<file path="src/rtl/core/cnh_pkg.sv">
// Shared types and constants for the circulant next-hop router.
// No dependencies; every other file imports this package.
package cnh_pkg;

    localparam int MAX_NODES = 1024;
    localparam int NODE_W    = $clog2(MAX_NODES);
    localparam int RING_W    = NODE_W + 1;
    localparam int STEP_W    = NODE_W;
    localparam int DIV_BITS  = NODE_W + 3;     // |dividend| < 3 * 2^RING_W fits 13 bits
    localparam int DD_W      = DIV_BITS + 2;   // signed dividend width
    localparam int COST_W    = DIV_BITS + 3;
    localparam int RES_W     = NODE_W + 3;
    localparam int NUM_LANES = 6;              // forward k=0..2, backward k=0..2
    localparam int PADDR_W   = 4;

    typedef enum logic [1:0] {
        REG_RING_NODES = 2'd0,
        REG_SHORT_STEP = 2'd1,
        REG_LONG_STEP  = 2'd2,
        REG_NONE       = 2'd3
    } cnh_reg_t;

    typedef struct packed {
        logic                neg;
        logic [DIV_BITS-1:0] num;
        logic [STEP_W-1:0]   rem;
        logic [DIV_BITS-1:0] quo;
    } cnh_lane_t;

    typedef struct packed {
        logic [NODE_W-1:0] here;
        logic              eq;
        logic              bypass;
        logic              swapped;
    } cnh_side_t;

    typedef struct packed {
        logic signed [COST_W-1:0] a;
        logic signed [COST_W-1:0] b;
        logic                     rz;
    } cnh_cost_t;

    typedef struct packed {
        logic signed [COST_W-1:0] best_f;
        logic                     long_f;
        logic signed [COST_W-1:0] best_b;
        logic                     long_b;
    } cnh_sel_t;

endpackage

</file>
<file path="src/rtl/core/cnh_if.sv">
// Valid/ready channel interfaces for requests and responses.
// Depends on cnh_pkg.
interface cnh_req_if import cnh_pkg::*; ();
    logic              valid;
    logic              ready;
    logic [NODE_W-1:0] here_node;
    logic [NODE_W-1:0] target_node;
    modport source (output valid, output here_node, output target_node, input ready);
    modport sink   (input valid, input here_node, input target_node, output ready);
endinterface

interface cnh_rsp_if import cnh_pkg::*; ();
    logic              valid;
    logic              ready;
    logic [NODE_W-1:0] next_node;
    logic              deliver_local;
    modport source (output valid, output next_node, output deliver_local, input ready);
    modport sink   (input valid, input next_node, input deliver_local, output ready);
endinterface

</file>
<file path="src/rtl/core/circulant_adaptive_next_hop.sv">
// Top level of the circulant next-hop router: APB registers and pipeline.
// Depends on cnh_pkg, cnh_if, cnh_front, cnh_div_stage, cnh_cost, cnh_select.
//
//  channel | dir | payload                      | accepted when
//  --------+-----+------------------------------+---------------------------
//  req     | in  | here_node, target_node       | req.valid && req.ready
//  rsp     | out | next_node, deliver_local     | rsp.valid && rsp.ready
//  apb     | in  | ring_nodes/short/long_step   | psel && penable && pwrite
//
//  Stages: front, 13 division stages (one quotient bit per stage for six
//  dividends in parallel), cost, select and the output register. One
//  transaction per cycle is sustained while rsp does not stall.
//  Reset clears only the valid bits and loads register defaults (16, 1, 4).
//  A stall on rsp freezes every stage at once; req.ready drops for as long
//  as the output register holds an untaken result.
module circulant_adaptive_next_hop
    import cnh_pkg::*;
(
    input  logic               clk,
    input  logic               rst_n,
    cnh_req_if.sink            req,
    cnh_rsp_if.source          rsp,
    input  logic               psel,
    input  logic               penable,
    input  logic               pwrite,
    input  logic [PADDR_W-1:0] paddr,
    input  logic [31:0]        pwdata,
    output logic [31:0]        prdata,
    output logic               pready
);
    // ---------------- configuration registers ----------------
    logic [RING_W-1:0] ring_nodes_reg;
    logic [STEP_W-1:0] short_step_reg;
    logic [STEP_W-1:0] long_step_reg;
    cnh_reg_t          reg_sel;
    logic              wr_en;

    assign pready  = 1'b1;
    assign reg_sel = cnh_reg_t'(paddr[3:2]);
    assign wr_en   = psel && penable && pwrite;

    always_ff @(posedge clk or negedge rst_n)
    begin
        if (!rst_n)
        begin
            ring_nodes_reg <= RING_W'(16);
            short_step_reg <= STEP_W'(1);
            long_step_reg  <= STEP_W'(4);
        end
        else if (wr_en)
        begin
            case (reg_sel)
                REG_RING_NODES: ring_nodes_reg <= pwdata[RING_W-1:0];
                REG_SHORT_STEP: short_step_reg <= pwdata[STEP_W-1:0];
                REG_LONG_STEP:  long_step_reg  <= pwdata[STEP_W-1:0];
                default:        ;
            endcase
        end
    end

    always_comb
    begin
        case (reg_sel)
            REG_RING_NODES: prdata = 32'(ring_nodes_reg);
            REG_SHORT_STEP: prdata = 32'(short_step_reg);
            REG_LONG_STEP:  prdata = 32'(long_step_reg);
            default:        prdata = '0;
        endcase
    end

    // ---------------- pipeline ----------------
    logic out_valid_reg;
    logic en;

    // whole pipe advances together; it moves whenever the output slot frees
    assign en        = !out_valid_reg || rsp.ready;
    assign req.ready = en;

    logic                      vld_w   [DIV_BITS+1];
    cnh_side_t                 side_w  [DIV_BITS+1];
    cnh_lane_t [NUM_LANES-1:0] lanes_w [DIV_BITS+1];

    cnh_front u_front (
        .clk       (clk),
        .rst_n     (rst_n),
        .en        (en),
        .in_valid  (req.valid),
        .here      (req.here_node),
        .dest      (req.target_node),
        .ring      (ring_nodes_reg),
        .long_step (long_step_reg),
        .out_valid (vld_w[0]),
        .side_out  (side_w[0]),
        .lanes_out (lanes_w[0])
    );

    for (genvar s = 0; s < DIV_BITS; s++)
    begin : g_div
        cnh_div_stage u_stage (
            .clk       (clk),
            .rst_n     (rst_n),
            .en        (en),
            .divisor   (long_step_reg),
            .in_valid  (vld_w[s]),
            .side_in   (side_w[s]),
            .lanes_in  (lanes_w[s]),
            .out_valid (vld_w[s+1]),
            .side_out  (side_w[s+1]),
            .lanes_out (lanes_w[s+1])
        );
    end

    logic                      cost_vld;
    cnh_side_t                 cost_side;
    cnh_cost_t [NUM_LANES-1:0] cost_w;

    cnh_cost u_cost (
        .clk       (clk),
        .rst_n     (rst_n),
        .en        (en),
        .long_step (long_step_reg),
        .in_valid  (vld_w[DIV_BITS]),
        .side_in   (side_w[DIV_BITS]),
        .lanes_in  (lanes_w[DIV_BITS]),
        .out_valid (cost_vld),
        .side_out  (cost_side),
        .cost_out  (cost_w)
    );

    logic      sel_vld;
    cnh_side_t sel_side;
    cnh_sel_t  sel_w;

    cnh_select u_select (
        .clk       (clk),
        .rst_n     (rst_n),
        .en        (en),
        .in_valid  (cost_vld),
        .side_in   (cost_side),
        .cost_in   (cost_w),
        .out_valid (sel_vld),
        .side_out  (sel_side),
        .sel_out   (sel_w)
    );

    // ---------------- final step and wrap ----------------
    logic [NODE_W-1:0] next_node_reg;
    logic              deliver_reg;
    logic [NODE_W-1:0] next_node_next;

    always_comb
    begin
        logic signed [RES_W-1:0] step_f;
        logic signed [RES_W-1:0] step_b;
        logic signed [RES_W-1:0] step;
        logic signed [RES_W-1:0] res;
        logic signed [RES_W-1:0] n_s;
        n_s    = RES_W'(ring_nodes_reg);
        step_f = RES_W'(sel_w.long_f ? long_step_reg : short_step_reg);
        step_b = RES_W'(sel_w.long_b ? long_step_reg : short_step_reg);
        // forward wins only on a strictly lower cost
        step   = (sel_w.best_f < sel_w.best_b) ? step_f : -step_b;
        res    = sel_side.swapped ? RES_W'(sel_side.here) - step
                                  : RES_W'(sel_side.here) + step;
        if (res >= n_s)
            res = res - n_s;
        else if (res < 0)
            res = res + n_s;
        next_node_next = sel_side.bypass ? sel_side.here : res[NODE_W-1:0];
    end

    always_ff @(posedge clk or negedge rst_n)
    begin
        if (!rst_n)
            out_valid_reg <= 1'b0;
        else if (en)
            out_valid_reg <= sel_vld;
    end

    always_ff @(posedge clk)
    begin
        if (en)
        begin
            next_node_reg <= next_node_next;
            deliver_reg   <= sel_side.eq;
        end
    end

    assign rsp.valid         = out_valid_reg;
    assign rsp.next_node     = next_node_reg;
    assign rsp.deliver_local = deliver_reg;
endmodule

</file>
<file path="src/rtl/core/cnh_front.sv">
// Front stage: orders the pair and forms the six signed dividends.
// Depends on cnh_pkg.
module cnh_front
    import cnh_pkg::*;
(
    input  logic                             clk,
    input  logic                             rst_n,
    input  logic                             en,
    input  logic                             in_valid,
    input  logic [NODE_W-1:0]                here,
    input  logic [NODE_W-1:0]                dest,
    input  logic [RING_W-1:0]                ring,
    input  logic [STEP_W-1:0]                long_step,
    output logic                             out_valid,
    output cnh_side_t                        side_out,
    output cnh_lane_t [NUM_LANES-1:0]        lanes_out
);
    logic                      valid_reg;
    cnh_side_t                 side_reg;
    cnh_lane_t [NUM_LANES-1:0] lanes_reg;
    cnh_side_t                 side_next;
    cnh_lane_t [NUM_LANES-1:0] lanes_next;

    always_comb
    begin
        logic [NODE_W-1:0]      lo;
        logic [NODE_W-1:0]      hi;
        logic signed [DD_W-1:0] n_s;
        logic signed [DD_W-1:0] d_f;
        logic signed [DD_W-1:0] d_b;
        logic signed [DD_W-1:0] dd;
        side_next.here    = here;
        side_next.eq      = (here == dest);
        side_next.bypass  = (here == dest) || (long_step == '0);
        side_next.swapped = here > dest;
        lo  = side_next.swapped ? dest : here;
        hi  = side_next.swapped ? here : dest;
        n_s = DD_W'(ring);
        d_f = DD_W'(hi) - DD_W'(lo);
        d_b = DD_W'(lo) - DD_W'(hi) + n_s;
        for (int i = 0; i < NUM_LANES; i++)
        begin
            dd = (i < 3) ? d_f : d_b;
            if (i % 3 == 1)
                dd = dd + n_s;
            else if (i % 3 == 2)
                dd = dd + (n_s <<< 1);
            lanes_next[i].neg = dd[DD_W-1];
            lanes_next[i].num = dd[DD_W-1] ? DIV_BITS'(-dd) : DIV_BITS'(dd);
            lanes_next[i].rem = '0;
            lanes_next[i].quo = '0;
        end
    end

    always_ff @(posedge clk or negedge rst_n)
    begin
        if (!rst_n)
            valid_reg <= 1'b0;
        else if (en)
            valid_reg <= in_valid;
    end

    always_ff @(posedge clk)
    begin
        if (en)
        begin
            side_reg  <= side_next;
            lanes_reg <= lanes_next;
        end
    end

    assign out_valid = valid_reg;
    assign side_out  = side_reg;
    assign lanes_out = lanes_reg;
endmodule

</file>
<file path="src/rtl/core/cnh_div_stage.sv">
// One restoring-division stage: one quotient bit for each of the six lanes.
// Depends on cnh_pkg.
module cnh_div_stage
    import cnh_pkg::*;
(
    input  logic                      clk,
    input  logic                      rst_n,
    input  logic                      en,
    input  logic [STEP_W-1:0]         divisor,
    input  logic                      in_valid,
    input  cnh_side_t                 side_in,
    input  cnh_lane_t [NUM_LANES-1:0] lanes_in,
    output logic                      out_valid,
    output cnh_side_t                 side_out,
    output cnh_lane_t [NUM_LANES-1:0] lanes_out
);
    logic                      valid_reg;
    cnh_side_t                 side_reg;
    cnh_lane_t [NUM_LANES-1:0] lanes_reg;
    cnh_lane_t [NUM_LANES-1:0] lanes_next;

    always_comb
    begin
        logic [STEP_W:0] trial;
        logic [STEP_W:0] dv;
        logic            ge;
        dv = {1'b0, divisor};
        for (int i = 0; i < NUM_LANES; i++)
        begin
            trial = {lanes_in[i].rem, lanes_in[i].num[DIV_BITS-1]};
            ge    = trial >= dv;
            lanes_next[i].neg = lanes_in[i].neg;
            lanes_next[i].num = {lanes_in[i].num[DIV_BITS-2:0], 1'b0};
            lanes_next[i].rem = ge ? STEP_W'(trial - dv) : trial[STEP_W-1:0];
            lanes_next[i].quo = {lanes_in[i].quo[DIV_BITS-2:0], ge};
        end
    end

    always_ff @(posedge clk or negedge rst_n)
    begin
        if (!rst_n)
            valid_reg <= 1'b0;
        else if (en)
            valid_reg <= in_valid;
    end

    always_ff @(posedge clk)
    begin
        if (en)
        begin
            side_reg  <= side_in;
            lanes_reg <= lanes_next;
        end
    end

    assign out_valid = valid_reg;
    assign side_out  = side_reg;
    assign lanes_out = lanes_reg;
endmodule

</file>
<file path="src/rtl/core/cnh_cost.sv">
// Cost stage: signs the quotient and remainder, forms costs A and B per lane.
// Depends on cnh_pkg.
module cnh_cost
    import cnh_pkg::*;
(
    input  logic                      clk,
    input  logic                      rst_n,
    input  logic                      en,
    input  logic [STEP_W-1:0]         long_step,
    input  logic                      in_valid,
    input  cnh_side_t                 side_in,
    input  cnh_lane_t [NUM_LANES-1:0] lanes_in,
    output logic                      out_valid,
    output cnh_side_t                 side_out,
    output cnh_cost_t [NUM_LANES-1:0] cost_out
);
    logic                      valid_reg;
    cnh_side_t                 side_reg;
    cnh_cost_t [NUM_LANES-1:0] cost_reg;
    cnh_cost_t [NUM_LANES-1:0] cost_next;

    always_comb
    begin
        logic signed [COST_W-1:0] q;
        logic signed [COST_W-1:0] r;
        logic signed [COST_W-1:0] g;
        g = COST_W'(long_step);
        for (int i = 0; i < NUM_LANES; i++)
        begin
            // truncating division: quotient and remainder take the dividend's sign
            q = COST_W'(lanes_in[i].quo);
            r = COST_W'(lanes_in[i].rem);
            if (lanes_in[i].neg)
            begin
                q = -q;
                r = -r;
            end
            cost_next[i].a  = q + r;
            cost_next[i].b  = q - r + g + COST_W'(1);
            cost_next[i].rz = (lanes_in[i].rem == '0);
        end
    end

    always_ff @(posedge clk or negedge rst_n)
    begin
        if (!rst_n)
            valid_reg <= 1'b0;
        else if (en)
            valid_reg <= in_valid;
    end

    always_ff @(posedge clk)
    begin
        if (en)
        begin
            side_reg <= side_in;
            cost_reg <= cost_next;
        end
    end

    assign out_valid = valid_reg;
    assign side_out  = side_reg;
    assign cost_out  = cost_reg;
endmodule

</file>
<file path="src/rtl/core/cnh_select.sv">
// Select stage: best cost and step kind for each direction.
// Depends on cnh_pkg.
module cnh_select
    import cnh_pkg::*;
(
    input  logic                      clk,
    input  logic                      rst_n,
    input  logic                      en,
    input  logic                      in_valid,
    input  cnh_side_t                 side_in,
    input  cnh_cost_t [NUM_LANES-1:0] cost_in,
    output logic                      out_valid,
    output cnh_side_t                 side_out,
    output cnh_sel_t                  sel_out
);
    logic      valid_reg;
    cnh_side_t side_reg;
    cnh_sel_t  sel_reg;
    cnh_sel_t  sel_next;

    always_comb
    begin
        logic signed [COST_W-1:0] best [2];
        logic                     lng  [2];
        cnh_cost_t                c;
        for (int d = 0; d < 2; d++)
        begin
            c = cost_in[3*d];
            if (c.rz)
            begin
                best[d] = c.a;
                lng[d]  = 1'b1;
            end
            else if (c.a < c.b)
            begin
                best[d] = c.a;
                lng[d]  = 1'b0;
            end
            else
            begin
                best[d] = c.b;
                lng[d]  = 1'b1;
            end
            for (int k = 1; k < 3; k++)
            begin
                c = cost_in[3*d+k];
                if (c.a < best[d])
                begin
                    best[d] = c.a;
                    lng[d]  = 1'b1;
                end
                if (c.b < best[d])
                begin
                    best[d] = c.b;
                    lng[d]  = 1'b1;
                end
            end
        end
        sel_next.best_f = best[0];
        sel_next.long_f = lng[0];
        sel_next.best_b = best[1];
        sel_next.long_b = lng[1];
    end

    always_ff @(posedge clk or negedge rst_n)
    begin
        if (!rst_n)
            valid_reg <= 1'b0;
        else if (en)
            valid_reg <= in_valid;
    end

    always_ff @(posedge clk)
    begin
        if (en)
        begin
            side_reg <= side_in;
            sel_reg  <= sel_next;
        end
    end

    assign out_valid = valid_reg;
    assign side_out  = side_reg;
    assign sel_out   = sel_reg;
endmodule

</file>
<file path="src/flat_wrapper.sv">
// flat-port wrapper written by rule: the top's interface ports become plain ports
module circulant_adaptive_next_hop_flat import cnh_pkg::*;
  (clk, rst_n, psel, penable, pwrite, paddr, pwdata, prdata, pready, req_valid, req_here_node, req_target_node, req_ready, rsp_valid, rsp_next_node, rsp_deliver_local, rsp_ready);
  cnh_req_if req_i ();
  cnh_rsp_if rsp_i ();
  input  logic clk;
  input  logic rst_n;
  input  logic psel;
  input  logic penable;
  input  logic pwrite;
  input  logic [PADDR_W-1:0] paddr;
  input  logic [31:0] pwdata;
  output logic [31:0] prdata;
  output logic pready;
  input wire logic [$bits(req_i.valid)-1:0] req_valid;
  input wire logic [$bits(req_i.here_node)-1:0] req_here_node;
  input wire logic [$bits(req_i.target_node)-1:0] req_target_node;
  output wire logic [$bits(req_i.ready)-1:0] req_ready;
  output wire logic [$bits(rsp_i.valid)-1:0] rsp_valid;
  output wire logic [$bits(rsp_i.next_node)-1:0] rsp_next_node;
  output wire logic [$bits(rsp_i.deliver_local)-1:0] rsp_deliver_local;
  input wire logic [$bits(rsp_i.ready)-1:0] rsp_ready;
  assign req_i.valid = req_valid;
  assign req_i.here_node = req_here_node;
  assign req_i.target_node = req_target_node;
  assign req_ready = req_i.ready;
  assign rsp_valid = rsp_i.valid;
  assign rsp_next_node = rsp_i.next_node;
  assign rsp_deliver_local = rsp_i.deliver_local;
  assign rsp_i.ready = rsp_ready;
  circulant_adaptive_next_hop u_core (.clk(clk), .rst_n(rst_n), .req(req_i), .rsp(rsp_i), .psel(psel), .penable(penable), .pwrite(pwrite), .paddr(paddr), .pwdata(pwdata), .prdata(prdata), .pready(pready));
endmodule
</file>
<file path="config.mk">
export PLATFORM = sky130hd
export DESIGN_NAME = circulant_adaptive_next_hop_flat
export DESIGN_NICKNAME = d
export VERILOG_FILES = /design/src/rtl/core/cnh_pkg.sv /design/src/rtl/core/cnh_if.sv /design/src/rtl/core/circulant_adaptive_next_hop.sv /design/src/rtl/core/cnh_front.sv /design/src/rtl/core/cnh_div_stage.sv /design/src/rtl/core/cnh_cost.sv /design/src/rtl/core/cnh_select.sv /design/src/flat_wrapper.sv
export SDC_FILE = /design/constraint.sdc
export NUM_CORES = 2
export LEC_CHECK = 0
export BUFFER_PORTS_ARGS = -buffer_cell sky130_fd_sc_hd__buf_2
export CAP_MARGIN = 5
export CORE_AREA = 2 2 567 569
export CTS_BUF_LIST = sky130_fd_sc_hd__clkbuf_4
export DETAILED_ROUTE_END_ITERATION = 10
export DIE_AREA = 0 0 569 571
export HOLD_SLACK_MARGIN = 0.02
export PLACE_DENSITY = 0.84
export SLEW_MARGIN = 20
export SYNTH_ARGS = -nofsm -noshare
export SYNTH_HDL_FRONTEND = slang
export SYNTH_HIERARCHICAL = 1
export SYNTH_SLANG_ARGS = --single-unit
</file>
<file path="constraint.sdc">
create_clock -name clk -period 80.4 [get_ports clk]
set_clock_uncertainty 0.1 [all_clocks]
set_input_delay 4.02 -clock clk [delete_from_list [all_inputs] [get_ports clk]]
set_output_delay 4.02 -clock clk [all_outputs]
set_load 0.02 [all_outputs]
</file>
==> impl_metrics.yaml <==
setup_path:
  crit_path_top_delay_cell: "o31a_1"
  crit_path_end_kind: "flip-flop"
  crit_fanout: 18
  r2r-start: "u_core/u_cost/cost_out[23]"
  critical_path_class: "reg -> reg"
  reg2reg_slack_ns: 66.36
  worstPathArrival_ns: 14.86
  r2r_end: "u_core/u_select/sel_out[17]"
  cp_common_cell: "ha_1"
  critPathLaunchType: "flip-flop"
  cp.required_ns: 81.22
  cp_slowest_stage_delay_ns: 0.89
  r2r_cells: 48
grt:
  grt_pass1_wl_um: 485000
  grt_pass1_vias: 90200
  grt_usage_pct: 18.8
  grt_max_degree: 196
  overflow: 0
  antenna_found_initial: 22
layout:
  final_area_mm2: 0.157
  num-fill-cells: 26700
  synthToLayoutAreaGrowth_pct: 8.38
  drive_above_1_share_pct: 17.6
  nets: 13500
  largest_register_ffs: 1872
  final_util_pct: 49.3
synth:
  syn-instance-count: 11500
  synth_warnings: 6
  synth_area_mm2: 0.145
  avgSynthCellArea_um2: 12.7
timing:
  setup_tns_ns: 0
  setup_ws_ns: 66.36
  worst_pin_slew_ns: 1.23
  post-route-period-util_pct: 17.5
  finalMaxSlewViolations: 0
  slew_headroom_pct: 18.2
  fin_crit_ns: 14.04
  fmax_mhz: 71.2
  setup_viol: 0
  rsz0062_at_grt: "no"
  final-hold-violation-count: 0
floorplanning:
  coreArea_mm2: 0.319
  die_h_um: 571
  num_io_pins: 109
  rows: 208
  die_width_um: 569
  die-area_mm2: 0.325
  initial_core_util_pct: 45.5
cts:
  clkLatencyLatePin_ns: 1.30
  path_clk_slew_ns: 0.08
  cts-root-buf: "clkbuf_4"
  clockBufferDepth: 4
  cts_made_buffers: 582
  cts_resized: 0
  h-tree-depth: 6
  holdBufCountCts: 0
  cts_tree: "built"
  postCtsSetupRepairBufs: 0
  numClockSinks: 2448
worst_hold_path:
  whs_endpoint: "u_core/g_div[6].u_stage/lanes_out[72]"
  hold_class: "reg -> reg"
  whs_path_depth: 0
  hold_start: "u_core/g_div[5].u_stage/lanes_out[71]"
routing:
  num_vias: 91700
  drcViolationCount: 0
  drt_iter0_drc: 7025
  routedWlPerCell_um: 18.7
  routed_wl_um: 311000
  drtPass1Iterations: 7
  drtAntennaViolNets: 0
  via_per_inst: 5.50
status:
  status: "finished, final reports clean"
place:
  place.gp.congestion: 0.926
  dp_hpwl_um: 236000
  placed_cell_area_mm2: 0.150
  pre_cts_ws_ns: 66.63
  portBuffers: 63
flow_run:
  maxCapViolations: 0
placed cells by master, fill, tap and decap left out, drive strengths merged, types with 68 or more instances in the layout:
cell type,count
nor2b,193
clkbuf,809
mux2,760
buf,122
edfxtp,2400
xnor2,640
nand2b,111
nand3b,72
ha,1278
a211oi,169
inv,905
mux2i,242
nand2,601
xor2,334
nor3,110
o21bai,74
nor2,546
nand4,121
o21ai,317
a21oi,681
fa,141
a21o,267
conb,84
clkinv,144
nand3,182
o31ai,68
o21a,136
critical path, delay by kind of cell (launching register included):
family	cells	cell delay, ns
flops	1	0.40
fa+ha+maj	5	1.65
compound gates	22	4.95
simple gates	11	4.09
mux	5	1.80
buf+inv	5	0.62
cell type report:
type,count,area (um2),share of cell area (%)
Clock inverter,184,1190,0.759
Antenna cell,12,30.0,0.0191
Sequential cell,2448,73300,46.5
Timing Repair Buffer,122,818,0.520
Inverter,891,3380,2.15
Clock buffer,809,6070,3.86
Multi-Input combinational cell,8013,67400,42.8
Tap cell,4200,5260,3.34
worst max-delay path by stage:
stage                                from                           endpoint  slack (ns)  cells after the start
2_1_floorplan                   rsp_ready  u_core/g_div[0].u_stage/out_valid       11.47                      2
3_3_place_gp   u_core/u_cost/cost_out[23]        u_core/u_select/sel_out[17]       66.83                     47
3_5_place_dp   u_core/u_cost/cost_out[23]        u_core/u_select/sel_out[17]       66.63                     48
4_1_cts        u_core/u_cost/cost_out[23]        u_core/u_select/sel_out[17]       66.46                     48
5_1_grt        u_core/u_cost/cost_out[14]        u_core/u_select/sel_out[17]       65.49                     49
6_report       u_core/u_cost/cost_out[23]        u_core/u_select/sel_out[17]       66.36                     48
stage by stage:
stage | instances | hold WS [ns]
6_report | 16700 | 0.261
5_1_grt | 16700 | 0.267
4_1_cts | 16700 | 0.254
3_5_place_dp | 15700 | 0.305
3_3_place_gp | 15700 | 0.300
2_1_floorplan | 11600 | 0.300
metal layers:
layer | track usage, % | share of wire, % | up-vias
li1 | - | - | 44500
met1 | 23.7 | 42 | 43500
met2 | 31.4 | 47 | 2938
met3 | 3.05 | 6.0 | 772
met4 | 9.08 | 4.8 | 14
met5 | 0 | 0.029 | -
Power is left out: the tool's default activity adds up to more than one toggle a clock period on the data nets, which glitch-free logic cannot reach.
